[config.mk]
export PLATFORM = sky130hd
export DESIGN_NAME = semaphore_wait_queue_table
export DESIGN_NICKNAME = d
export VERILOG_FILES = /design/src/rtl/swq_pkg.sv /design/src/rtl/swq_ram.sv /design/src/rtl/swq_match.sv /design/src/rtl/semaphore_wait_queue_table.sv
export SDC_FILE = /design/constraint.sdc
export NUM_CORES = 2
export LEC_CHECK = 0
export BUFFER_PORTS_ARGS = -buffer_cell sky130_fd_sc_hd__buf_2
export CAP_MARGIN = 20
export CELL_PAD_IN_SITES_DETAIL_PLACEMENT = 2
export CELL_PAD_IN_SITES_GLOBAL_PLACEMENT = 2
export CORE_AREA = 2 2 349 351
export DETAILED_ROUTE_END_ITERATION = 8
export DIE_AREA = 0 0 351 353
export HOLD_SLACK_MARGIN = 0.03
export PLACE_DENSITY_LB_ADDON = 0.1
export SLEW_MARGIN = 20
export SYNTH_ARGS = -nofsm -noshare
export SYNTH_HDL_FRONTEND = slang
export SYNTH_SLANG_ARGS = --single-unit
[constraint.sdc]
create_clock -name clk -period 3.9 [get_ports clk]
set_input_delay 0.585 -clock clk [delete_from_list [all_inputs] [get_ports clk]]
set_output_delay 0.585 -clock clk [all_outputs]
set_load 0.1 [all_outputs]
[src/rtl/swq_pkg.sv]
// ----------------------------------------------------------------------------
// swq_pkg
// Shared types and constants for the semaphore wait-queue table: field
// widths, result codes, command codes, sequencer states and scan status.
// ----------------------------------------------------------------------------
package swq_pkg;

  // fixed field widths
  localparam int KEY_W    = 28;
  localparam int PROC_W   = 5;
  localparam int STATUS_W = 2;

  // command codes
  localparam logic CMD_BLOCK   = 1'b0;
  localparam logic CMD_UNBLOCK = 1'b1;

  // result codes
  typedef enum logic [STATUS_W-1:0] {
    STATUS_DONE      = 2'd0,
    STATUS_FULL      = 2'd1,
    STATUS_NOT_FOUND = 2'd2
  } status_t;

  // sequencer states
  typedef enum logic [2:0] {
    ST_IDLE,
    ST_SCAN,
    ST_BLK_RD,
    ST_BLK_WR,
    ST_UNB_RD,
    ST_UNB_EVAL,
    ST_UNB_NEXT,
    ST_RESULT
  } state_t;

  // flags reported by the slot scan unit
  typedef struct packed {
    logic done;
    logic found;
    logic free_found;
  } scan_status_t;

endpackage

[src/rtl/swq_ram.sv]
// ----------------------------------------------------------------------------
// swq_ram
// Generic single write port, single read port RAM with registered read data.
// ----------------------------------------------------------------------------
module swq_ram #(
  parameter int WIDTH = 8,
  parameter int DEPTH = 32
) (
  input  logic                     clk,
  input  logic                     we,
  input  logic [$clog2(DEPTH)-1:0] waddr,
  input  logic [WIDTH-1:0]         wdata,
  input  logic [$clog2(DEPTH)-1:0] raddr,
  output logic [WIDTH-1:0]         rdata
);

  logic [WIDTH-1:0] mem [DEPTH];

  // write port
  always_ff @(posedge clk) begin
    if (we) begin
      mem[waddr] <= wdata;
    end
  end

  // registered read port
  always_ff @(posedge clk) begin
    rdata <= mem[raddr];
  end

endmodule

[src/rtl/swq_match.sv]
// ----------------------------------------------------------------------------
// swq_match
// Slot scan unit: steps through the key store one slot per cycle, comparing
// each stored key with the request key through one shared comparator, and
// notes the matching slot and the lowest free slot.
// ----------------------------------------------------------------------------
module swq_match #(
  parameter int SEM_SLOTS = 32
) (
  input  logic                         clk,
  input  logic                         rst,
  input  logic                         start,
  input  logic [swq_pkg::KEY_W-1:0]    key,
  input  logic [SEM_SLOTS-1:0]         slot_valid,
  output logic [$clog2(SEM_SLOTS)-1:0] rd_addr,
  input  logic [swq_pkg::KEY_W-1:0]    rd_data,
  output swq_pkg::scan_status_t        scan,
  output logic [$clog2(SEM_SLOTS)-1:0] hit_idx,
  output logic [$clog2(SEM_SLOTS)-1:0] free_idx
);

  localparam int SW = $clog2(SEM_SLOTS);

  logic [SW:0]   cnt;
  logic          running;
  logic          cmp_live;
  logic          cmp_last;
  logic [SW-1:0] cmp_idx;
  logic          last_slot;
  logic          cmp_valid;
  logic          key_eq;

  assign rd_addr   = cnt[SW-1:0];
  assign last_slot = (cnt == (SW+1)'(SEM_SLOTS - 1));
  assign cmp_valid = slot_valid[cmp_idx];
  assign key_eq    = (rd_data == key);

  // address counter, one slot per cycle
  always_ff @(posedge clk) begin
    if (rst) begin
      running  <= 1'b0;
      cmp_live <= 1'b0;
      cmp_last <= 1'b0;
    end else if (start) begin
      running  <= 1'b1;
      cmp_live <= 1'b0;
      cmp_last <= 1'b0;
    end else begin
      if (running && last_slot) begin
        running <= 1'b0;
      end
      cmp_live <= running;
      cmp_last <= running && last_slot;
    end
  end

  always_ff @(posedge clk) begin
    if (start) begin
      cnt <= '0;
    end else if (running) begin
      cnt <= cnt + 1'b1;
    end
    cmp_idx <= cnt[SW-1:0];
  end

  // shared key comparator and free slot tracking
  always_ff @(posedge clk) begin
    if (rst) begin
      scan <= '0;
    end else if (start) begin
      scan <= '0;
    end else begin
      scan.done <= cmp_live && cmp_last;
      if (cmp_live && cmp_valid && key_eq) begin
        scan.found <= 1'b1;
      end
      if (cmp_live && !cmp_valid && !scan.free_found) begin
        scan.free_found <= 1'b1;
      end
    end
  end

  always_ff @(posedge clk) begin
    if (cmp_live && cmp_valid && key_eq) begin
      hit_idx <= cmp_idx;
    end
    if (cmp_live && !cmp_valid && !scan.free_found) begin
      free_idx <= cmp_idx;
    end
  end

endmodule

[src/rtl/semaphore_wait_queue_table.sv]
// ----------------------------------------------------------------------------
// semaphore_wait_queue_table
// Table of semaphore slots, each keyed by a semaphore address and holding a
// FIFO of blocked process numbers linked through a per-process next store.
// ----------------------------------------------------------------------------
// One request at a time. A block or unblock that reaches the table scans every
// slot's key through one comparator, one slot per cycle. A missing key or a
// newly claimed slot is quickest to answer, an unblock that leaves waiters
// behind is slowest. A block of a process that is out of range or already
// blocked skips the scan and goes straight to the result. The scan is set by
// the single read port of the key store. After reset the block is ready at
// once: slot and blocked flags are cleared by reset. A new request is taken
// while the previous result still waits at the output.
module semaphore_wait_queue_table #(
  parameter int SEM_SLOTS = 32,
  parameter int MAX_PROCS = 32
) (
  input  logic                          clk,
  input  logic                          rst,
  input  logic                          in_valid,
  output logic                          in_ready,
  input  logic                          cmd,
  input  logic [swq_pkg::KEY_W-1:0]     sem_key,
  input  logic [swq_pkg::PROC_W-1:0]    proc_id,
  output logic                          out_valid,
  input  logic                          out_ready,
  output logic [swq_pkg::STATUS_W-1:0]  status,
  output logic [swq_pkg::PROC_W-1:0]    woken_proc,
  output logic                          slot_released
);

  localparam int SW = $clog2(SEM_SLOTS);
  localparam int PA = $clog2(MAX_PROCS);

  swq_pkg::state_t state, state_next;

  // request registers
  logic                        cmd_q;
  logic [swq_pkg::KEY_W-1:0]   key_q;
  logic [swq_pkg::PROC_W-1:0]  pid_q;

  // flag stores
  logic [SEM_SLOTS-1:0] slot_valid;
  logic [MAX_PROCS-1:0] blocked;

  // pending result
  swq_pkg::status_t            res_status;
  logic [swq_pkg::PROC_W-1:0]  res_woken;
  logic                        res_rel;

  // scan unit
  swq_pkg::scan_status_t       scan;
  logic [SW-1:0]               key_raddr;
  logic [swq_pkg::KEY_W-1:0]   key_rdata;
  logic [SW-1:0]               hit_idx;
  logic [SW-1:0]               free_idx;
  logic [SW-1:0]               sel_slot;

  // queue stores
  logic [swq_pkg::PROC_W-1:0]  head_rdata;
  logic [swq_pkg::PROC_W-1:0]  tail_rdata;
  logic [swq_pkg::PROC_W-1:0]  next_rdata;
  logic [swq_pkg::PROC_W-1:0]  head_wdata;

  // control
  logic          in_xfer;
  logic          in_range;
  logic [PA-1:0] in_pidx;
  logic [PA-1:0] pid_idx;
  logic [PA-1:0] head_pidx;
  logic [PA-1:0] tail_pidx;
  logic          out_free;
  logic          scan_start;
  logic          key_we;
  logic          head_we;
  logic          tail_we;
  logic          next_we;
  logic          valid_set;
  logic          valid_clr;
  logic          blk_set;
  logic          blk_clr;
  logic          head_is_tail;

  assign in_xfer      = in_valid && in_ready;
  assign in_range     = (32'(proc_id) < MAX_PROCS);
  assign in_pidx      = PA'(32'(proc_id));
  assign pid_idx      = PA'(32'(pid_q));
  assign head_pidx    = PA'(32'(head_rdata));
  assign tail_pidx    = PA'(32'(tail_rdata));
  assign out_free     = !out_valid || out_ready;
  assign sel_slot     = scan.found ? hit_idx : free_idx;
  assign head_is_tail = (head_rdata == tail_rdata);

  // slot scan unit
  swq_match #(
    .SEM_SLOTS(SEM_SLOTS)
  ) u_match (
    .clk       (clk),
    .rst       (rst),
    .start     (scan_start),
    .key       (key_q),
    .slot_valid(slot_valid),
    .rd_addr   (key_raddr),
    .rd_data   (key_rdata),
    .scan      (scan),
    .hit_idx   (hit_idx),
    .free_idx  (free_idx)
  );

  // per-slot key, head and tail stores
  swq_ram #(
    .WIDTH(swq_pkg::KEY_W),
    .DEPTH(SEM_SLOTS)
  ) u_key_ram (
    .clk  (clk),
    .we   (key_we),
    .waddr(sel_slot),
    .wdata(key_q),
    .raddr(key_raddr),
    .rdata(key_rdata)
  );

  swq_ram #(
    .WIDTH(swq_pkg::PROC_W),
    .DEPTH(SEM_SLOTS)
  ) u_head_ram (
    .clk  (clk),
    .we   (head_we),
    .waddr(sel_slot),
    .wdata(head_wdata),
    .raddr(sel_slot),
    .rdata(head_rdata)
  );

  swq_ram #(
    .WIDTH(swq_pkg::PROC_W),
    .DEPTH(SEM_SLOTS)
  ) u_tail_ram (
    .clk  (clk),
    .we   (tail_we),
    .waddr(sel_slot),
    .wdata(pid_q),
    .raddr(sel_slot),
    .rdata(tail_rdata)
  );

  // per-process link to the next waiter
  swq_ram #(
    .WIDTH(swq_pkg::PROC_W),
    .DEPTH(MAX_PROCS)
  ) u_next_ram (
    .clk  (clk),
    .we   (next_we),
    .waddr(tail_pidx),
    .wdata(pid_q),
    .raddr(head_pidx),
    .rdata(next_rdata)
  );

  // next state
  always_comb begin
    state_next = state;
    unique case (state)
      swq_pkg::ST_IDLE: begin
        if (in_valid) begin
          priority if (cmd == swq_pkg::CMD_BLOCK && !in_range) begin
            state_next = swq_pkg::ST_RESULT;
          end else if (cmd == swq_pkg::CMD_BLOCK && blocked[in_pidx]) begin
            state_next = swq_pkg::ST_RESULT;
          end else begin
            state_next = swq_pkg::ST_SCAN;
          end
        end
      end
      swq_pkg::ST_SCAN: begin
        if (scan.done) begin
          priority if (scan.found && cmd_q == swq_pkg::CMD_UNBLOCK) begin
            state_next = swq_pkg::ST_UNB_RD;
          end else if (scan.found) begin
            state_next = swq_pkg::ST_BLK_RD;
          end else begin
            state_next = swq_pkg::ST_RESULT;
          end
        end
      end
      swq_pkg::ST_BLK_RD:   state_next = swq_pkg::ST_BLK_WR;
      swq_pkg::ST_BLK_WR:   state_next = swq_pkg::ST_RESULT;
      swq_pkg::ST_UNB_RD:   state_next = swq_pkg::ST_UNB_EVAL;
      swq_pkg::ST_UNB_EVAL: begin
        state_next = head_is_tail ? swq_pkg::ST_RESULT : swq_pkg::ST_UNB_NEXT;
      end
      swq_pkg::ST_UNB_NEXT: state_next = swq_pkg::ST_RESULT;
      swq_pkg::ST_RESULT: begin
        if (out_free) begin
          state_next = swq_pkg::ST_IDLE;
        end
      end
      default: state_next = swq_pkg::ST_IDLE;
    endcase
  end

  // store controls
  always_comb begin
    in_ready   = 1'b0;
    scan_start = 1'b0;
    key_we     = 1'b0;
    head_we    = 1'b0;
    head_wdata = pid_q;
    tail_we    = 1'b0;
    next_we    = 1'b0;
    valid_set  = 1'b0;
    valid_clr  = 1'b0;
    blk_set    = 1'b0;
    blk_clr    = 1'b0;
    unique case (state)
      swq_pkg::ST_IDLE: begin
        in_ready   = 1'b1;
        scan_start = in_valid;
      end
      swq_pkg::ST_SCAN: begin
        // claim a free slot for a new key
        if (scan.done && cmd_q == swq_pkg::CMD_BLOCK && !scan.found &&
            scan.free_found) begin
          key_we    = 1'b1;
          head_we   = 1'b1;
          tail_we   = 1'b1;
          valid_set = 1'b1;
          blk_set   = 1'b1;
        end
      end
      swq_pkg::ST_BLK_WR: begin
        // append behind the current tail
        next_we = 1'b1;
        tail_we = 1'b1;
        blk_set = 1'b1;
      end
      swq_pkg::ST_UNB_EVAL: begin
        blk_clr   = 1'b1;
        valid_clr = head_is_tail;
      end
      swq_pkg::ST_UNB_NEXT: begin
        head_we    = 1'b1;
        head_wdata = next_rdata;
      end
      swq_pkg::ST_BLK_RD,
      swq_pkg::ST_UNB_RD,
      swq_pkg::ST_RESULT: begin
      end
      default: begin
      end
    endcase
  end

  // state and flag stores
  always_ff @(posedge clk) begin
    if (rst) begin
      state      <= swq_pkg::ST_IDLE;
      slot_valid <= '0;
      blocked    <= '0;
    end else begin
      state <= state_next;
      if (valid_set) begin
        slot_valid[sel_slot] <= 1'b1;
      end
      if (valid_clr) begin
        slot_valid[sel_slot] <= 1'b0;
      end
      if (blk_set) begin
        blocked[pid_idx] <= 1'b1;
      end
      if (blk_clr) begin
        blocked[head_pidx] <= 1'b0;
      end
    end
  end

  // request capture and pending result
  always_ff @(posedge clk) begin
    if (in_xfer) begin
      cmd_q      <= cmd;
      key_q      <= sem_key;
      pid_q      <= proc_id;
      res_woken  <= '0;
      res_rel    <= 1'b0;
      res_status <= (cmd == swq_pkg::CMD_BLOCK && !in_range) ?
                    swq_pkg::STATUS_FULL : swq_pkg::STATUS_DONE;
    end
    if (state == swq_pkg::ST_SCAN && scan.done && !scan.found) begin
      if (cmd_q == swq_pkg::CMD_UNBLOCK) begin
        res_status <= swq_pkg::STATUS_NOT_FOUND;
      end else if (!scan.free_found) begin
        res_status <= swq_pkg::STATUS_FULL;
      end
    end
    if (state == swq_pkg::ST_UNB_EVAL) begin
      res_woken <= head_rdata;
      res_rel   <= head_is_tail;
    end
  end

  // output register
  always_ff @(posedge clk) begin
    if (rst) begin
      out_valid <= 1'b0;
    end else if (state == swq_pkg::ST_RESULT && out_free) begin
      out_valid <= 1'b1;
    end else if (out_ready) begin
      out_valid <= 1'b0;
    end
  end

  always_ff @(posedge clk) begin
    if (state == swq_pkg::ST_RESULT && out_free) begin
      status        <= res_status;
      woken_proc    <= res_woken;
      slot_released <= res_rel;
    end
  end

endmodule

==> impl_metrics.yaml <==
synth:
  syn-num-nets: 2816
  synth_flop_cell: "edfxtp_1"
  synth_cell_type_count: 49
  synth-warning-count: 0
  syn_area_um2: 59570
  async_flop_share: 0
  synth_cells: 2777
  avgSynthCellArea_um2: 21.45
  ys_seq_area_frac: 0.7666
  ys_ff_latch: 1564
  synth_edf_count: 1434
floorplan:
  io_pins: 48
  die_x_um: 351
  row_count: 128
  core_um2: 120600
  start_util: 0.4940
  fp.dieH_um: 353
  die_area_um2: 123900
critical_path:
  crit_chain: "mux2_2 -> nor2_1 -> buf_4 -> nand2_1 -> nor2_4 -> buf_4"
  arrival_ns: 3.81
  path_class: "flip-flop to flip-flop"
  reg2reg_slack_ns: 0.58
  crit_path_start_kind: "flip-flop"
  path_buf_inv: 2
  cp_data_required_time_ns: 4.39
  crit_slowest_cell: "dfxtp_1"
  critPathMaxStageDelay_ns: 0.70
  critPathTopFamily: "simple AND/OR/NAND/NOR gates"
  cp_max_fo: 15
  worst_setup_path_end_kind: "flip-flop"
  crit_top_cell: "buf_4"
cts:
  cts_tree: "yes"
  numCtsBuffers: 162
  insertion_delay_ns: 0.80
  htreeDepth: 4
  root_buffer: "clkbuf_16"
  post-cts-setup-buffers: 0
  clock_sinks: 1564
  clockBufferDepth: 3
  clk_pin_slew_ns: 0.06
flow_run:
  maxCapViolCount: 0
sta:
  min_period_ns: 3.322
  rsz0062_at_grt: "no"
  finalSetupViolCount: 0
  hold_viol_final: 0
  post-route-period-util: 0.8517
  relSlewSlack: 0.3009
  fin_skew_ns: 0.03221
  drv_slew: 0
  tns_ns: 0
  holdWs_ns: 0.07374
  worstMarginPinSlew_ns: 1.041
  fmaxAchievable_mhz: 301.1
detailed_routing:
  firstDrtPassIters: 5
  drc: 0
  vias_per_cell: 6.368
  drtAntennaViolNets: 0
  avgRoutedWirePerCell_um: 37.97
  vias: 30250
  routed_wl_um: 180300
  drt_iter0_drc: 3112
global_route:
  overflow: 0
  grt_max_degree: 81
  grt_pass1_vias: 33090
  antenna_found_initial: 3
  grt.total_usage: 0.2972
  grt_pass1_wl_um: 257500
layout:
  fin_nets: 3030
  final_common_cell: "edfxtp_1"
  syn_to_final_growth_pct: 14.45
  fin_cells: 4750
  drive_gt1_frac: 0.2881
  final_cell_mix: "edfxtp_1 (1434), mux4_2 (408), clkbuf_16 (172)"
outcome:
  status: "completed"
place:
  gp_congestion: 0.7805
  port-buffer-count: 47
  place_hpwl_um: 105600
  dp.cells: 4425
worst_hold_path:
  min_path_type: "input port to flip-flop"
power:
  cellPowerDensity_nw_per_um2: 613.4
  vdd_drop_max_mv: 0.5288
  p_leak_uw: 0.02092
==> final cells by class <==
class / instances / area (µm²)
clock buffer: 234 / 4647
tap: 1625 / 2033
antenna: 1 / 2.502
timing repair buffer: 209 / 1823
inverter: 4 / 15.01
fill: 9782 / 52420
clock inverter: 63 / 538.0
sequential: 1564 / 45680
multi-input combinational: 1050 / 13430
==> worst register-to-register path: stages, from the launching register on <==
cell and delay [ns]:
dfxtp_1 0.70, mux2_2 0.45, nor2_1 0.18, buf_4 0.30, nand2_1 0.34, nor2_4 0.67
buf_4 0.35
==> power breakdown <==
part / switching, µW / leakage (µW) / total [µW] / internal (µW)
Combinational: 3610 / 0.00443 / 6960 / 3350
Clock: 6640 / 0.00253 / 15500 / 8860
Sequential: 499 / 0.0140 / 19400 / 18900
==> sequential cells by signal, indices dropped and copies added (netlist names), 6 cells and up <==
name and flops:
key_q 28, u_tail_ram.mem 160, slot_valid 32, u_key_ram.mem 896
blocked 32, u_head_ram.mem 160, u_next_ram.mem 160, u_match.cnt 6
u_key_ram.rdata 28
==> final timing paths <==
check                   from              endpoint  cells past startpoint
min reg2reg   slot_valid[30]        slot_valid[30]                      1
max          u_match.scan[1]  u_key_ram.mem[17][3]                      6
max reg2reg  u_match.scan[1]  u_key_ram.mem[17][3]                      6
min               sem_key[1]              key_q[1]                      1
==> cells in the mapped netlist, drive strengths merged (21+ instances only) <==
| library cell | count | area share |
|---|---|---|
| a211oi | 33 | 0.0042 |
| a21oi | 40 | 0.0034 |
| a22oi | 64 | 0.0081 |
| a31oi | 29 | 0.0030 |
| buf | 64 | 0.0055 |
| clkbuf | 95 | 0.0060 |
| dfxtp | 130 | 0.044 |
| edfxtp | 1434 | 0.72 |
| mux2 | 36 | 0.0068 |
| mux2i | 24 | 0.0040 |
| mux4 | 408 | 0.15 |
| nand2 | 58 | 0.0037 |
| nand4 | 23 | 0.0024 |
| nor2 | 161 | 0.010 |
| xnor2 | 21 | 0.0031 |
==> routing by layer <==
metal | wire length, µm | up-vias | track usage
li1 | - | 12060 | -
met1 | 70970 | 16800 | 0.3867
met2 | 95460 | 1127 | 0.5181
met3 | 8662 | 266 | 0.04340
met4 | 5212 | 4 | 0.09210
met5 | 26 | - | 0
==> metrics by stage <==
step	power [µW]	worst slack (ns)	cell area [µm²]	utilization
after floorplan	24320	0.5718	59570	-
after global placement	26340	0.7901	62710	0.5200
after detailed placement	26630	0.6047	62710	0.5200
after CTS	42070	0.5783	68170	0.5653
after global routing	42970	0.4689	68170	0.5653
final	41820	0.5784	68170	0.5653
==> cell families (layout without fill, tap and decap cells) <==
| kind of cell | Yosys count | after routing | share of synthesized area |
|---|---|---|---|
| flops | 1564 | 1564 | 0.7666 |
| mux | 468 | 468 | 0.1651 |
| simple gates | 331 | 331 | 0.02621 |
| compound gates | 213 | 213 | 0.02472 |
| buf+inv | 163 | 510 | 0.01174 |
| xor+xnor | 37 | 37 | 0.005440 |
| fa+ha+maj | 1 | 1 | 0.0002100 |
| other cells | 0 | 1 | 0 |
==> timing repair <==
action                                  in CTS  in global routing
hold endpoints to repair                    27                  0
hold buffers                                27                  0
endpoints found under the setup margin       0                  0
gates resized for setup                      0                  0
(Power assumes the default switching activity.)
